`src/rtl/core/abwsc_pkg.sv`:
```
// shared types and constants for the age based write stream classifier
package abwsc_pkg;

   localparam int TIME_W  = 48;
   localparam int GRAN_W  = 32;
   localparam int SUM_W   = 52;
   localparam int SID_W   = 5;
   localparam int CNT_W   = 5;
   localparam int COLLECT_W = 4;

   // request kinds
   localparam logic [1:0] KIND_CLASSIFY = 2'd0;
   localparam logic [1:0] KIND_COLLECT  = 2'd1;
   localparam logic [1:0] KIND_VICTIM   = 2'd2;
   localparam logic [1:0] KIND_RESERVED = 2'd3;

   // register indexes
   localparam logic [1:0] REG_STREAM_COUNT = 2'd0;
   localparam logic [1:0] REG_GRANULARITY  = 2'd1;
   localparam logic [1:0] REG_CREATED_MODE = 2'd2;

   // divider status
   typedef struct packed {
      logic busy;
      logic done;
   } div_ctl_type;

endpackage

```
`src/rtl/core/abwsc_div.sv`:
```
// bit-serial restoring divider, one quotient bit per cycle
module abwsc_div
   import abwsc_pkg::*;
#(
   parameter int NUM_W = 48,
   parameter int DEN_W = 32
) (
   input  logic             clock,
   input  logic             reset,
   input  logic             start,
   input  logic [NUM_W-1:0] numer,
   input  logic [DEN_W-1:0] denom,
   output div_ctl_type      ctl,
   output logic [NUM_W-1:0] quot,
   output logic [DEN_W-1:0] rem
);

   localparam int CW = $clog2(NUM_W + 1);

   logic [NUM_W-1:0] q_ff, q_in;
   logic [DEN_W-1:0] r_ff, r_in;
   logic [DEN_W-1:0] d_ff, d_in;
   logic [CW-1:0]    n_ff, n_in;
   logic             busy_ff, busy_in;
   logic             done_ff, done_in;
   logic [DEN_W:0]   trial;
   logic [DEN_W:0]   shifted;

   // load the operands on start, else shift in one numerator bit and try a subtract
   always_comb begin
      shifted = {r_ff, q_ff[NUM_W-1]};
      trial   = shifted - {1'b0, d_ff};
      q_in    = q_ff;
      r_in    = r_ff;
      d_in    = d_ff;
      n_in    = n_ff;
      busy_in = busy_ff;
      done_in = 1'b0;
      if (start && !busy_ff) begin
         q_in    = numer;
         r_in    = '0;
         d_in    = denom;
         n_in    = CW'(NUM_W);
         busy_in = 1'b1;
      end else if (busy_ff) begin
         if (!trial[DEN_W]) begin
            r_in = trial[DEN_W-1:0];
            q_in = {q_ff[NUM_W-2:0], 1'b1};
         end else begin
            r_in = shifted[DEN_W-1:0];
            q_in = {q_ff[NUM_W-2:0], 1'b0};
         end
         n_in = n_ff - 1'b1;
         if (n_ff == CW'(1)) begin
            busy_in = 1'b0;
            done_in = 1'b1;
         end
      end
   end

   always_ff @(posedge clock) begin
      q_ff <= q_in;
      r_ff <= r_in;
      d_ff <= d_in;
      n_ff <= n_in;
      if (reset) begin
         busy_ff <= 1'b0;
         done_ff <= 1'b0;
      end else begin
         busy_ff <= busy_in;
         done_ff <= done_in;
      end
   end

   assign ctl.busy  = busy_ff;
   assign ctl.done  = done_ff;
   assign quot      = q_ff;
   assign rem       = r_ff;

endmodule

```
`src/rtl/core/age_based_write_stream_classifier.sv`:
```
// top level of the age based write stream classifier
// responses are registered: host classify and empty victim requests answer on accept, a
// victim pop from the pop state, gc in age mode when the divide by granularity is done, gc in
// creation time mode from the update state after two divides; one request at a time, busy
// until the done state returns to idle; receiver cannot stall; reset is synchronous, restores
// register defaults, clears average, collect sum, seen bits and victim count
module age_based_write_stream_classifier
   import abwsc_pkg::*;
#(
   parameter int MAX_STREAM_COUNT = 16,
   parameter int GC_BASE          = 2,
   parameter int VICTIM_DEPTH     = 32
) (
   input  logic              clock,
   input  logic              reset,
   input  logic              start,
   output logic              busy,
   input  logic [1:0]        req_kind,
   input  logic              req_is_gc,
   input  logic [TIME_W-1:0] req_now_time,
   input  logic [TIME_W-1:0] req_created_time,
   input  logic              req_segment_class_zero,
   output logic              rsp_strobe,
   output logic [SID_W-1:0]  rsp_stream_sel,
   output logic              rsp_victim_valid,
   output logic              rsp_victim_dropped,
   input  logic              csr_valid,
   output logic              csr_ready,
   input  logic [1:0]        csr_index,
   input  logic [GRAN_W-1:0] csr_data
);

   localparam int SW = (MAX_STREAM_COUNT > 1) ? $clog2(MAX_STREAM_COUNT) : 1;
   localparam int VW = (VICTIM_DEPTH > 1) ? $clog2(VICTIM_DEPTH) : 1;
   localparam int VCW = $clog2(VICTIM_DEPTH + 1);

   typedef enum logic [2:0] {
      ST_IDLE, ST_DIV1, ST_DIV2, ST_UPDATE, ST_POP, ST_DONE
   } state_type;

   state_type state_ff;

   // configuration
   logic [CNT_W-1:0]  cnt_ff;
   logic [GRAN_W-1:0] gran_ff;
   logic              mode_ff;

   // classifier state
   logic [SUM_W-1:0]     avg_total_ff;
   logic                 avg_valid_ff;
   logic [SUM_W-1:0]     collect_sum_ff;
   logic [COLLECT_W-1:0] collect_count_ff;
   logic [TIME_W-1:0]    cycle_mem [MAX_STREAM_COUNT];
   logic [MAX_STREAM_COUNT-1:0] seen_ff;
   logic [SW-1:0]        victim_mem [VICTIM_DEPTH];
   logic [VCW-1:0]       vcount_ff;
   logic [SW-1:0]        pop_ff;

   // request hold
   logic [TIME_W-1:0] age_ff;
   logic [TIME_W-1:0] cycle_rd_ff;
   logic [SW-1:0]     sid_ff;

   logic [TIME_W-1:0] age_w;
   logic [CNT_W-1:0]  n_act;
   logic [GRAN_W-1:0] g_act;
   logic              div_start;
   logic [TIME_W-1:0] div_num;
   logic [GRAN_W-1:0] div_den;
   div_ctl_type       div_ctl;
   logic [TIME_W-1:0] div_q;
   logic [GRAN_W-1:0] div_r;
   logic [SUM_W-1:0]  age16;
   logic [SUM_W-1:0]  sum_next;

   assign age_w = req_now_time - req_created_time;
   assign n_act = (cnt_ff == '0) ? CNT_W'(1)
                : (int'(cnt_ff) > MAX_STREAM_COUNT) ? CNT_W'(MAX_STREAM_COUNT) : cnt_ff;
   assign g_act = (gran_ff == '0) ? GRAN_W'(1) : gran_ff;
   assign age16 = {age_w, 4'b0000};
   assign sum_next = collect_sum_ff + SUM_W'(age_w);

   assign csr_ready = (state_ff == ST_IDLE);
   assign busy      = (state_ff != ST_IDLE);

   abwsc_div #(.NUM_W(TIME_W), .DEN_W(GRAN_W)) u_div (
      .clock(clock), .reset(reset), .start(div_start), .numer(div_num), .denom(div_den),
      .ctl(div_ctl), .quot(div_q), .rem(div_r)
   );

   // divider feeds: first by granularity, then (creation time mode only) quotient by stream count
   always_comb begin
      div_start = 1'b0;
      div_num   = mode_ff ? req_created_time : age_w;
      div_den   = g_act;
      if (state_ff == ST_IDLE) begin
         div_start = start && req_kind == KIND_CLASSIFY && req_is_gc;
      end else if (state_ff == ST_DIV1 && div_ctl.done && mode_ff) begin
         div_start = 1'b1;
         div_num   = div_q;
         div_den   = GRAN_W'(n_act);
      end
   end

   // memories
   always_ff @(posedge clock) begin
      if (state_ff == ST_DIV2 && div_ctl.done) begin
         cycle_rd_ff <= cycle_mem[div_r[SW-1:0]];
      end
      if (state_ff == ST_UPDATE && (!seen_ff[sid_ff] || age_ff > cycle_rd_ff)) begin
         cycle_mem[sid_ff] <= age_ff;
      end
      if (state_ff == ST_UPDATE && seen_ff[sid_ff] && age_ff > cycle_rd_ff
          && vcount_ff < VCW'(VICTIM_DEPTH)) begin
         victim_mem[vcount_ff[VW-1:0]] <= sid_ff;
      end
      if (state_ff == ST_IDLE && start && vcount_ff != '0) begin
         pop_ff <= victim_mem[VW'(vcount_ff - 1'b1)];
      end
   end

   // control and registered outputs
   always_ff @(posedge clock) begin
      if (reset) begin
         state_ff           <= ST_IDLE;
         cnt_ff             <= CNT_W'(4);
         gran_ff            <= GRAN_W'(1);
         mode_ff            <= 1'b0;
         avg_total_ff       <= '0;
         avg_valid_ff       <= 1'b0;
         collect_sum_ff     <= '0;
         collect_count_ff   <= '0;
         seen_ff            <= '0;
         vcount_ff          <= '0;
         rsp_strobe         <= 1'b0;
         rsp_stream_sel     <= '0;
         rsp_victim_valid   <= 1'b0;
         rsp_victim_dropped <= 1'b0;
      end else begin
         rsp_strobe <= 1'b0;
         case (state_ff)
            ST_IDLE: begin
               if (csr_valid) begin
                  case (csr_index)
                     REG_STREAM_COUNT: cnt_ff  <= csr_data[CNT_W-1:0];
                     REG_GRANULARITY:  gran_ff <= csr_data;
                     REG_CREATED_MODE: mode_ff <= csr_data[0];
                     default: ;
                  endcase
               end
               if (start) begin
                  age_ff <= age_w;
                  case (req_kind)
                     KIND_CLASSIFY: begin
                        if (req_is_gc) begin
                           state_ff <= ST_DIV1;
                        end else begin
                           rsp_strobe     <= 1'b1;
                           rsp_stream_sel <= (age_w != '0 &&
                              (!avg_valid_ff || age16 < avg_total_ff)) ? '0 : SID_W'(1);
                           rsp_victim_valid   <= 1'b0;
                           rsp_victim_dropped <= 1'b0;
                           state_ff <= ST_DONE;
                        end
                     end
                     KIND_COLLECT: begin
                        if (req_segment_class_zero) begin
                           if (collect_count_ff == '1) begin
                              avg_total_ff     <= sum_next;
                              avg_valid_ff     <= 1'b1;
                              collect_sum_ff   <= '0;
                              collect_count_ff <= '0;
                           end else begin
                              collect_sum_ff   <= sum_next;
                              collect_count_ff <= collect_count_ff + 1'b1;
                           end
                        end
                        state_ff <= ST_DONE;
                     end
                     KIND_VICTIM: begin
                        if (mode_ff && vcount_ff != '0) begin
                           vcount_ff <= vcount_ff - 1'b1;
                           state_ff  <= ST_POP;
                        end else begin
                           rsp_strobe         <= 1'b1;
                           rsp_stream_sel     <= '0;
                           rsp_victim_valid   <= 1'b0;
                           rsp_victim_dropped <= 1'b0;
                           state_ff           <= ST_DONE;
                        end
                     end
                     default: state_ff <= ST_DONE;
                  endcase
               end
            end
            ST_DIV1: begin
               if (div_ctl.done) begin
                  if (mode_ff) begin
                     state_ff <= ST_DIV2;
                  end else begin
                     rsp_strobe <= 1'b1;
                     rsp_stream_sel <= (div_q >= TIME_W'(n_act))
                        ? SID_W'(n_act - 1'b1 + CNT_W'(GC_BASE))
                        : SID_W'(div_q[CNT_W-1:0] + CNT_W'(GC_BASE));
                     rsp_victim_valid   <= 1'b0;
                     rsp_victim_dropped <= 1'b0;
                     state_ff <= ST_DONE;
                  end
               end
            end
            ST_DIV2: begin
               if (div_ctl.done) begin
                  sid_ff   <= div_r[SW-1:0];
                  age_ff   <= div_q;
                  state_ff <= ST_UPDATE;
               end
            end
            ST_UPDATE: begin
               rsp_strobe         <= 1'b1;
               rsp_stream_sel     <= SID_W'(32'(sid_ff) + GC_BASE);
               rsp_victim_valid   <= 1'b0;
               rsp_victim_dropped <= 1'b0;
               if (!seen_ff[sid_ff]) begin
                  seen_ff[sid_ff] <= 1'b1;
               end else if (age_ff > cycle_rd_ff) begin
                  if (vcount_ff < VCW'(VICTIM_DEPTH)) begin
                     vcount_ff <= vcount_ff + 1'b1;
                  end else begin
                     rsp_victim_dropped <= 1'b1;
                  end
               end
               state_ff <= ST_DONE;
            end
            ST_POP: begin
               rsp_strobe         <= 1'b1;
               rsp_stream_sel     <= SID_W'(32'(pop_ff) + GC_BASE);
               rsp_victim_valid   <= 1'b1;
               rsp_victim_dropped <= 1'b0;
               state_ff           <= ST_DONE;
            end
            ST_DONE: state_ff <= ST_IDLE;
            default: state_ff <= ST_IDLE;
         endcase
      end
   end

   // checks
   a_stack_bound: assert property (@(posedge clock) disable iff (reset)
      vcount_ff <= VCW'(VICTIM_DEPTH)) else $error("victim count overflow");
   a_pop_valid: assert property (@(posedge clock) disable iff (reset)
      state_ff == ST_POP |=> rsp_strobe && rsp_victim_valid) else $error("pop lost");
   a_pop_not_dropped: assert property (@(posedge clock) disable iff (reset)
      rsp_strobe && rsp_victim_valid |-> !rsp_victim_dropped)
      else $error("popped victim flagged as dropped");
   a_strobe_once: assert property (@(posedge clock) disable iff (reset)
      rsp_strobe |=> !rsp_strobe) else $error("double response");
   a_div_idle: assert property (@(posedge clock) disable iff (reset)
      state_ff == ST_IDLE |-> !div_ctl.busy) else $error("divider busy while idle");

endmodule

```
`config.mk`:
```
export PLATFORM = sky130hd
export DESIGN_NAME = age_based_write_stream_classifier
export DESIGN_NICKNAME = d
export VERILOG_FILES = /design/src/rtl/core/abwsc_pkg.sv /design/src/rtl/core/abwsc_div.sv /design/src/rtl/core/age_based_write_stream_classifier.sv
export SDC_FILE = /design/constraint.sdc
export NUM_CORES = 2
export LEC_CHECK = 0
export ABC_CLOCK_PERIOD_IN_PS = 11600
export BUFFER_PORTS_ARGS = -buffer_cell sky130_fd_sc_hd__buf_2
export CAP_MARGIN = 20
export CORE_MARGIN = 2
export CORE_UTILIZATION = 68
export CTS_BUF_LIST = sky130_fd_sc_hd__clkbuf_4
export CTS_CLUSTER_DIAMETER = 50
export DETAILED_ROUTE_END_ITERATION = 10
export PLACE_DENSITY = 0.86
export REMOVE_ABC_BUFFERS = 1
export SLEW_MARGIN = 30
export SYNTH_ARGS = -nofsm -noshare
export SYNTH_HDL_FRONTEND = slang
export SYNTH_SLANG_ARGS = --single-unit
```
`constraint.sdc`:
```
create_clock -name clock -period 11.6 [get_ports clock]
set_input_delay 2.32 -clock clock [delete_from_list [all_inputs] [get_ports clock]]
set_output_delay 2.32 -clock clock [all_outputs]
set_load 0.02 [all_outputs]
```
# --- Word-level counts from Yosys, hierarchy flattened ---
# Memory sizes are Yosys's and may differ from the RTL's. A register that Yosys moved wholly into a read port is not among the register bits.
# Cells that the tools add are included.
word_totals:
  elab_cells: 189
  input_bits: 138
  register_bits: 352
  ramBits: 896
  latchBits: 0
  mem_bits_ro: 0
  output_inout_bits: 10
  n_memories: 2
memory_table:
  columns: ["memory", "words", "width", "rd", "rd_clocked_by_memory_dff", "write_ports", "line_no", "text"]
  rows:
  - ["cycle_mem", 16, 48, 1, 1, 1, "age_based_write_stream_classifier.sv:53", "logic [TIME_W-1:0] cycle_mem [MAX_STREAM_COUNT];"]
  - ["victim_mem", 32, 4, 1, 1, 1, "age_based_write_stream_classifier.sv:55", "logic [SW-1:0] victim_mem [VICTIM_DEPTH];"]
op_classes:
  div_mod_pow: 0
  magnitude_cmp: 7
  mul: 0
  reduce_logical: 46
  n_mux: 73
  eq_ne: 23
  add_sub_neg: 12
  shifts: 0
  bitwise_logic: 4
op_table:
  columns: ["op", "n"]
  rows:
  - ["48-bit 2-to-1 mux", 7]
  - ["32-bit 2-to-1 mux", 4]
  - ["48-bit one-hot mux with 2 select lines", 1]
  - ["52-bit by 48-bit adder with 52-bit output", 1]
  - ["52-bit less-than comparator", 1]
  - ["52-bit 2-to-1 mux", 1]
  - ["48-bit by 5-bit greater-or-equal comparator with 1-bit output", 1]
  - ["48-bit > comparator", 1]
  - ["48-bit nonzero test", 1]
  - ["48-bit subtractor", 1]
  - ["5-bit 2-to-1 mux", 8]
  - ["6-bit 2-to-1 mux", 6]
  - ["33-bit by 32-bit subtractor with 33-bit output", 1]
  - ["32-bit logical NOT", 1]
  - ["1-bit 2-to-1 mux", 28]
  - ["5-bit one-hot mux with 4 select lines", 1]
  - ["16-bit OR", 1]
  - ["1-bit logical AND", 15]
  - ["3-bit 2-to-1 mux", 5]
  - ["3-bit AND reduction", 5]
  - ["2-bit by 1-bit inequality test with 1-bit output, second input constant", 7]
  - ["7-bit AND reduction", 2]
  - ["3-bit one-hot mux with 4 select lines", 1]
  - ["6-bit one-hot mux with 2 select lines", 1]
  - ["other kinds (43)", 64]

# --- Depth between registers and ports, before layout ---
depth:
  depth_word: 9
  mapped_depth: 25

# --- Modules after synthesis ---
# From an unflattened synthesis, not the netlist that was laid out.
hier_totals:
  hier_cells: 4383
  hier_area_um2: 60685.7
modules_own_cells:
  columns: ["module", "area_per_inst_um2", "cells_per_inst", "n_inst", "seq_area_each_um2"]
  rows:
  - ["age_based_write_stream_classifier", 54070.6, 3772, 1, 33632.3]
  - ["abwsc_div", 6615.1, 611, 1, 3203.1]

# --- Worst setup path after synthesis ---
# No wires, ideal clock.
synth_path:
  path_type: "in2reg"
  from: "in reset"
  to: "reg age_ff[0], enable pin"
  setup_time_ns: 0.573
  n_path_buf: 3
  setup_slack_ns: 3.547
  cell_stages: 4
  arrival_ns: 7.480
  path_cell_list: "clkbuf_1 clkbuf_1 clkbuf_1 nor4_1"
synth_between:
  elab_chain_cells: 2
synth_lines:
  columns: ["element", "line_no", "text"]
  rows:
  - ["start: declaration", "age_based_write_stream_classifier.sv:15", "input logic reset,"]
  - ["1-bit NOT (no source line)", null, null]
  - ["4-bit AND reduction (no source line)", null, null]
  - ["end signal: assignment", "age_based_write_stream_classifier.sv:152", "age_ff <= age_w;"]
  - ["end signal: assignment", "age_based_write_stream_classifier.sv:214", "age_ff <= div_q;"]
  - ["end: declaration", "age_based_write_stream_classifier.sv:60", "logic [TIME_W-1:0] age_ff;"]
# Every way passes these cells.
# A chain may end at the register's enable or synchronous reset.

# --- Worst setup path after layout ---
layout_path:
  from: "in req_created_time[1]"
  to: "reg collect_sum_ff[44]"
layout_between:
  elab_chain_cells: 3
layout_lines:
  columns: ["element", "line_no", "text"]
  rows:
  - ["start: declaration", "age_based_write_stream_classifier.sv:21", "input logic [TIME_W-1:0] req_created_time,"]
  - ["48-bit subtractor", "age_based_write_stream_classifier.sv:76", "assign age_w = req_now_time - req_created_time;"]
  - ["52-bit by 48-bit adder with 52-bit output", "age_based_write_stream_classifier.sv:81", "assign sum_next = collect_sum_ff + SUM_W'(age_w);"]
  - ["52-bit 2-to-1 mux", "age_based_write_stream_classifier.sv:168", "if (collect_count_ff == '1) begin"]
  - ["end signal: assignment", "age_based_write_stream_classifier.sv:174", "collect_sum_ff <= sum_next;"]
  - ["end: declaration", "age_based_write_stream_classifier.sv:51", "logic [SUM_W-1:0] collect_sum_ff;"]
# Every way passes these cells.

==> flow_metrics.env <==
export IMPL_antenna_found_initial=20
export IMPL_cp_startpoint="req_created_time[1]"
export IMPL_cts_repair_resized=0
export IMPL_yosys_warnings=0
export IMPL_detail_route_wirelength_um=169600
export IMPL_worst_path_max_fanout=5
export IMPL_finalCritPeriodShare=0.6354
export IMPL_final_core_util=0.7608
export IMPL_yosys_top_cells_count="1080 x edfxtp_1, 335 x nand2_1, 285 x mux4_2"
export IMPL_powerDensity_mw_per_mm2=178.9
export IMPL_crit_top_cell="o21ai_0"
export IMPL_grt_overflow=0
export IMPL_cp_arrival_ns=8.44
export IMPL_vias_per_cell=6.747
export IMPL_status="finished, final reports clean"
export IMPL_slowest_delay_ns=0.55
export IMPL_die_y_um=300.7
export IMPL_gp_congestion=1.019
export IMPL_core_mm2=0.08702
export IMPL_first_pass_iters=6
export IMPL_grt_max_degree=141
export IMPL_syn_to_final_growth_pct=10.61
export IMPL_crit_buf_inv=4
export IMPL_leakage_nw=24.18
export IMPL_gr_usage_all_layers=0.3801
export IMPL_critical_path_startpoint_type="input pin"
export IMPL_synth_cell_types=83
export IMPL_finClkSkew_ns=0.1276
export IMPL_endpoint_kind="register"
export IMPL_hpwl_um=105000
export IMPL_ys_ff_latch=1300
export IMPL_seq_area_frac_synth=0.6153
export IMPL_cts_tree="done"
export IMPL_synthCells=4284
export IMPL_worstSkewPairLatency_ns=1.25
export IMPL_worst_setup_path_type="in2reg"
export IMPL_port_buffers=147
export IMPL_fillers=5113
export IMPL_grt_pass1_vias=40980
export IMPL_cts_setup_buffers=0
export IMPL_place_ws_ns=3.346
export IMPL_synth_top_area_cell="edfxtp_1"
export IMPL_synth_edf_count=1080
export IMPL_fin_nets=5020
export IMPL_worstMarginPinSlew_ns=1.114
export IMPL_numCtsBuffers=339
export IMPL_multiInputGateArea_mm2=0.02151
export IMPL_h_tree_depth=5
export IMPL_required_ns=12.67
export IMPL_synth_area_per_cell_um2=13.97
export IMPL_postCtsHoldBufs=0
export IMPL_ant_nets=0
export IMPL_cts_root_buf="clkbuf_4"
export IMPL_yosysTopAreaCellShare=0.5418
export IMPL_clk_pin_slew_ns=0.06
export IMPL_die_w_um=300.7
export IMPL_ir_drop_mv=0.1414
export IMPL_yosysMostFrequentCell="edfxtp_1"
export IMPL_synthesis_area_mm2=0.05986
export IMPL_relSlewSlack=0.2492
export IMPL_ctsLongestPathBuffers=4
export IMPL_r2r_start="age_ff[25]$_DFFE_PP_"
export IMPL_rsz0062_at_grt="false"
export IMPL_synth_area_leaders="edfxtp_1 54%, mux4_2 11%, dfxtp_1 7.4%, ha_1 5.0%, nand2_1 2.1%"
export IMPL_dr_total_vias=40760
export IMPL_fmax_mhz=135.7
export IMPL_io_pins=148
export IMPL_synth_async_reset_ratio=0
export IMPL_drtIter0Drc=5148
export IMPL_regArea_mm2=0.03686
export IMPL_grt_pass1_wl_um=252200
export IMPL_drive_above_1_share=0.2267
export IMPL_dominantRegCellSynth="edfxtp_1"
export IMPL_fin_ws_ns=4.229
export IMPL_row_count=108
export IMPL_cap_violations=0
export IMPL_path_delay_family="compound AO/OA/AOI/OAI gates"
export IMPL_period_needed_ns=7.371
export IMPL_finalSetupViolations=0
export IMPL_wl_per_cell_um=28.08
export IMPL_hold_viol=0
export IMPL_cts_sinks=1300
export IMPL_slowest_stage="o31ai_1"
export IMPL_initial_utilization=0.6879
export IMPL_slew_violations=0
export IMPL_hp_class="reg2reg"
export IMPL_dieArea_mm2=0.09042
export IMPL_drc=0
export IMPL_hp_start="avg_total_ff[36]$_SDFFE_PP0P_"
## metal layers
| metal | GRT usage | up-vias | wire [um] |
|---|---|---|---|
| li1 | - | 17400 | - |
| met1 | 0.4856 | 19850 | 59480 |
| met2 | 0.6092 | 2892 | 81920 |
| met3 | 0.08709 | 610 | 18490 |
| met4 | 0.2101 | 14 | 9636 |
| met5 | 0 | - | 103 |
## layout by cell type (no fill, tap or decap), types with 71 or more instances in the layout
cell and instances:
ha_1 238, dfxtp_1 214, edfxtp_1 1080, nor2_1 205, clkbuf_4 492, a21o_1 112, buf_2 146, o21ai_0 176
mux4_2 285, nand2_1 332, nand3_1 87, a21oi_1 240, xnor2_1 71, inv_1 262
## state kept, by name, summed over array words and instances, names as in the netlist, 4 cells and up
name / flops
age_ff: 48
cycle_rd_ff: 48
gran_ff: 32
pop_ff: 4
cycle_mem: 768
cnt_ff: 5
avg_total_ff: 52
victim_mem: 128
sid_ff: 4
rsp_stream_sel: 5
u_div.quot: 48
u_div.rem: 32
seen_ff: 16
u_div.d_ff: 32
collect_count_ff: 4
u_div.n_ff: 6
collect_sum_ff: 52
vcount_ff: 6
## worst register-to-register path, cell delays in order, from the launching register on
cell	delay, ns
edfxtp_1	0.64
ha_1	0.43
a21o_1	0.12
a21o_1	0.12
a21o_1	0.14
a21o_1	0.15
a21o_1	0.14
a21o_1	0.12
a21oi_1	0.08
o211ai_1	0.67
o21ai_0	0.37
nand2_1	0.24
nand2_1	0.27
nor2_4	0.84
buf_4	0.72
## layout make-up
class / count / share of cell area
well taps: 1155 / 0.02183
repair buffers: 209 / 0.01890
clock buffers: 492 / 0.05579
flip-flops and latches: 1300 / 0.5566
clock inverters: 77 / 0.006331
multi-input cells: 2527 / 0.3249
inverters: 264 / 0.01499
diodes: 17 / 0.0006425
## worst paths after layout
path | endpoint | depth (start not counted) | slack, ns
min | avg_total_ff[36]$_SDFFE_PP0P_ | 2 | 0.46
max | collect_sum_ff[44]$_SDFFE_PP0P_ | 25 | 4.23
max reg2reg | cycle_mem[13][36]$_DFFE_PP_ | 14 | 6.14
min reg2reg | avg_total_ff[36]$_SDFFE_PP0P_ | 2 | 0.46
## report_power, final
| group | leakage (nW) | total [mW] | internal [mW] | switching, mW |
|---|---|---|---|---|
| clock | 2.46 | 3.91 | 2.02 | 1.89 |
| combinational | 10.2 | 2.51 | 1.16 | 1.35 |
| sequential | 11.5 | 5.42 | 5.21 | 0.215 |
## per-stage QoR
step	hold slack (ns)	instances	power, mW	setup TNS [ns]	cell area (um^2)
floorplan	0.4198	4091	7.534	-31.20	59110
global placement	0.4323	5454	7.866	0	61950
detailed placement	0.4478	5455	7.969	0	62000
CTS	0.4620	6024	11.83	0	66110
global route	0.4854	6039	12.26	0	66200
finish	0.4600	6041	11.84	0	66210
## cells by family after synthesis
| kind of cell | after synthesis | share of synthesized area |
|---|---|---|
| buf+inv | 457 | 0.02916 |
| compound gates | 862 | 0.09439 |
| fa+ha+maj | 241 | 0.05075 |
| flops | 1300 | 0.6153 |
| mux | 333 | 0.1157 |
| simple gates | 961 | 0.07564 |
| xor+xnor | 130 | 0.01902 |
No activity file was read; power rests on OpenSTA's default activity.
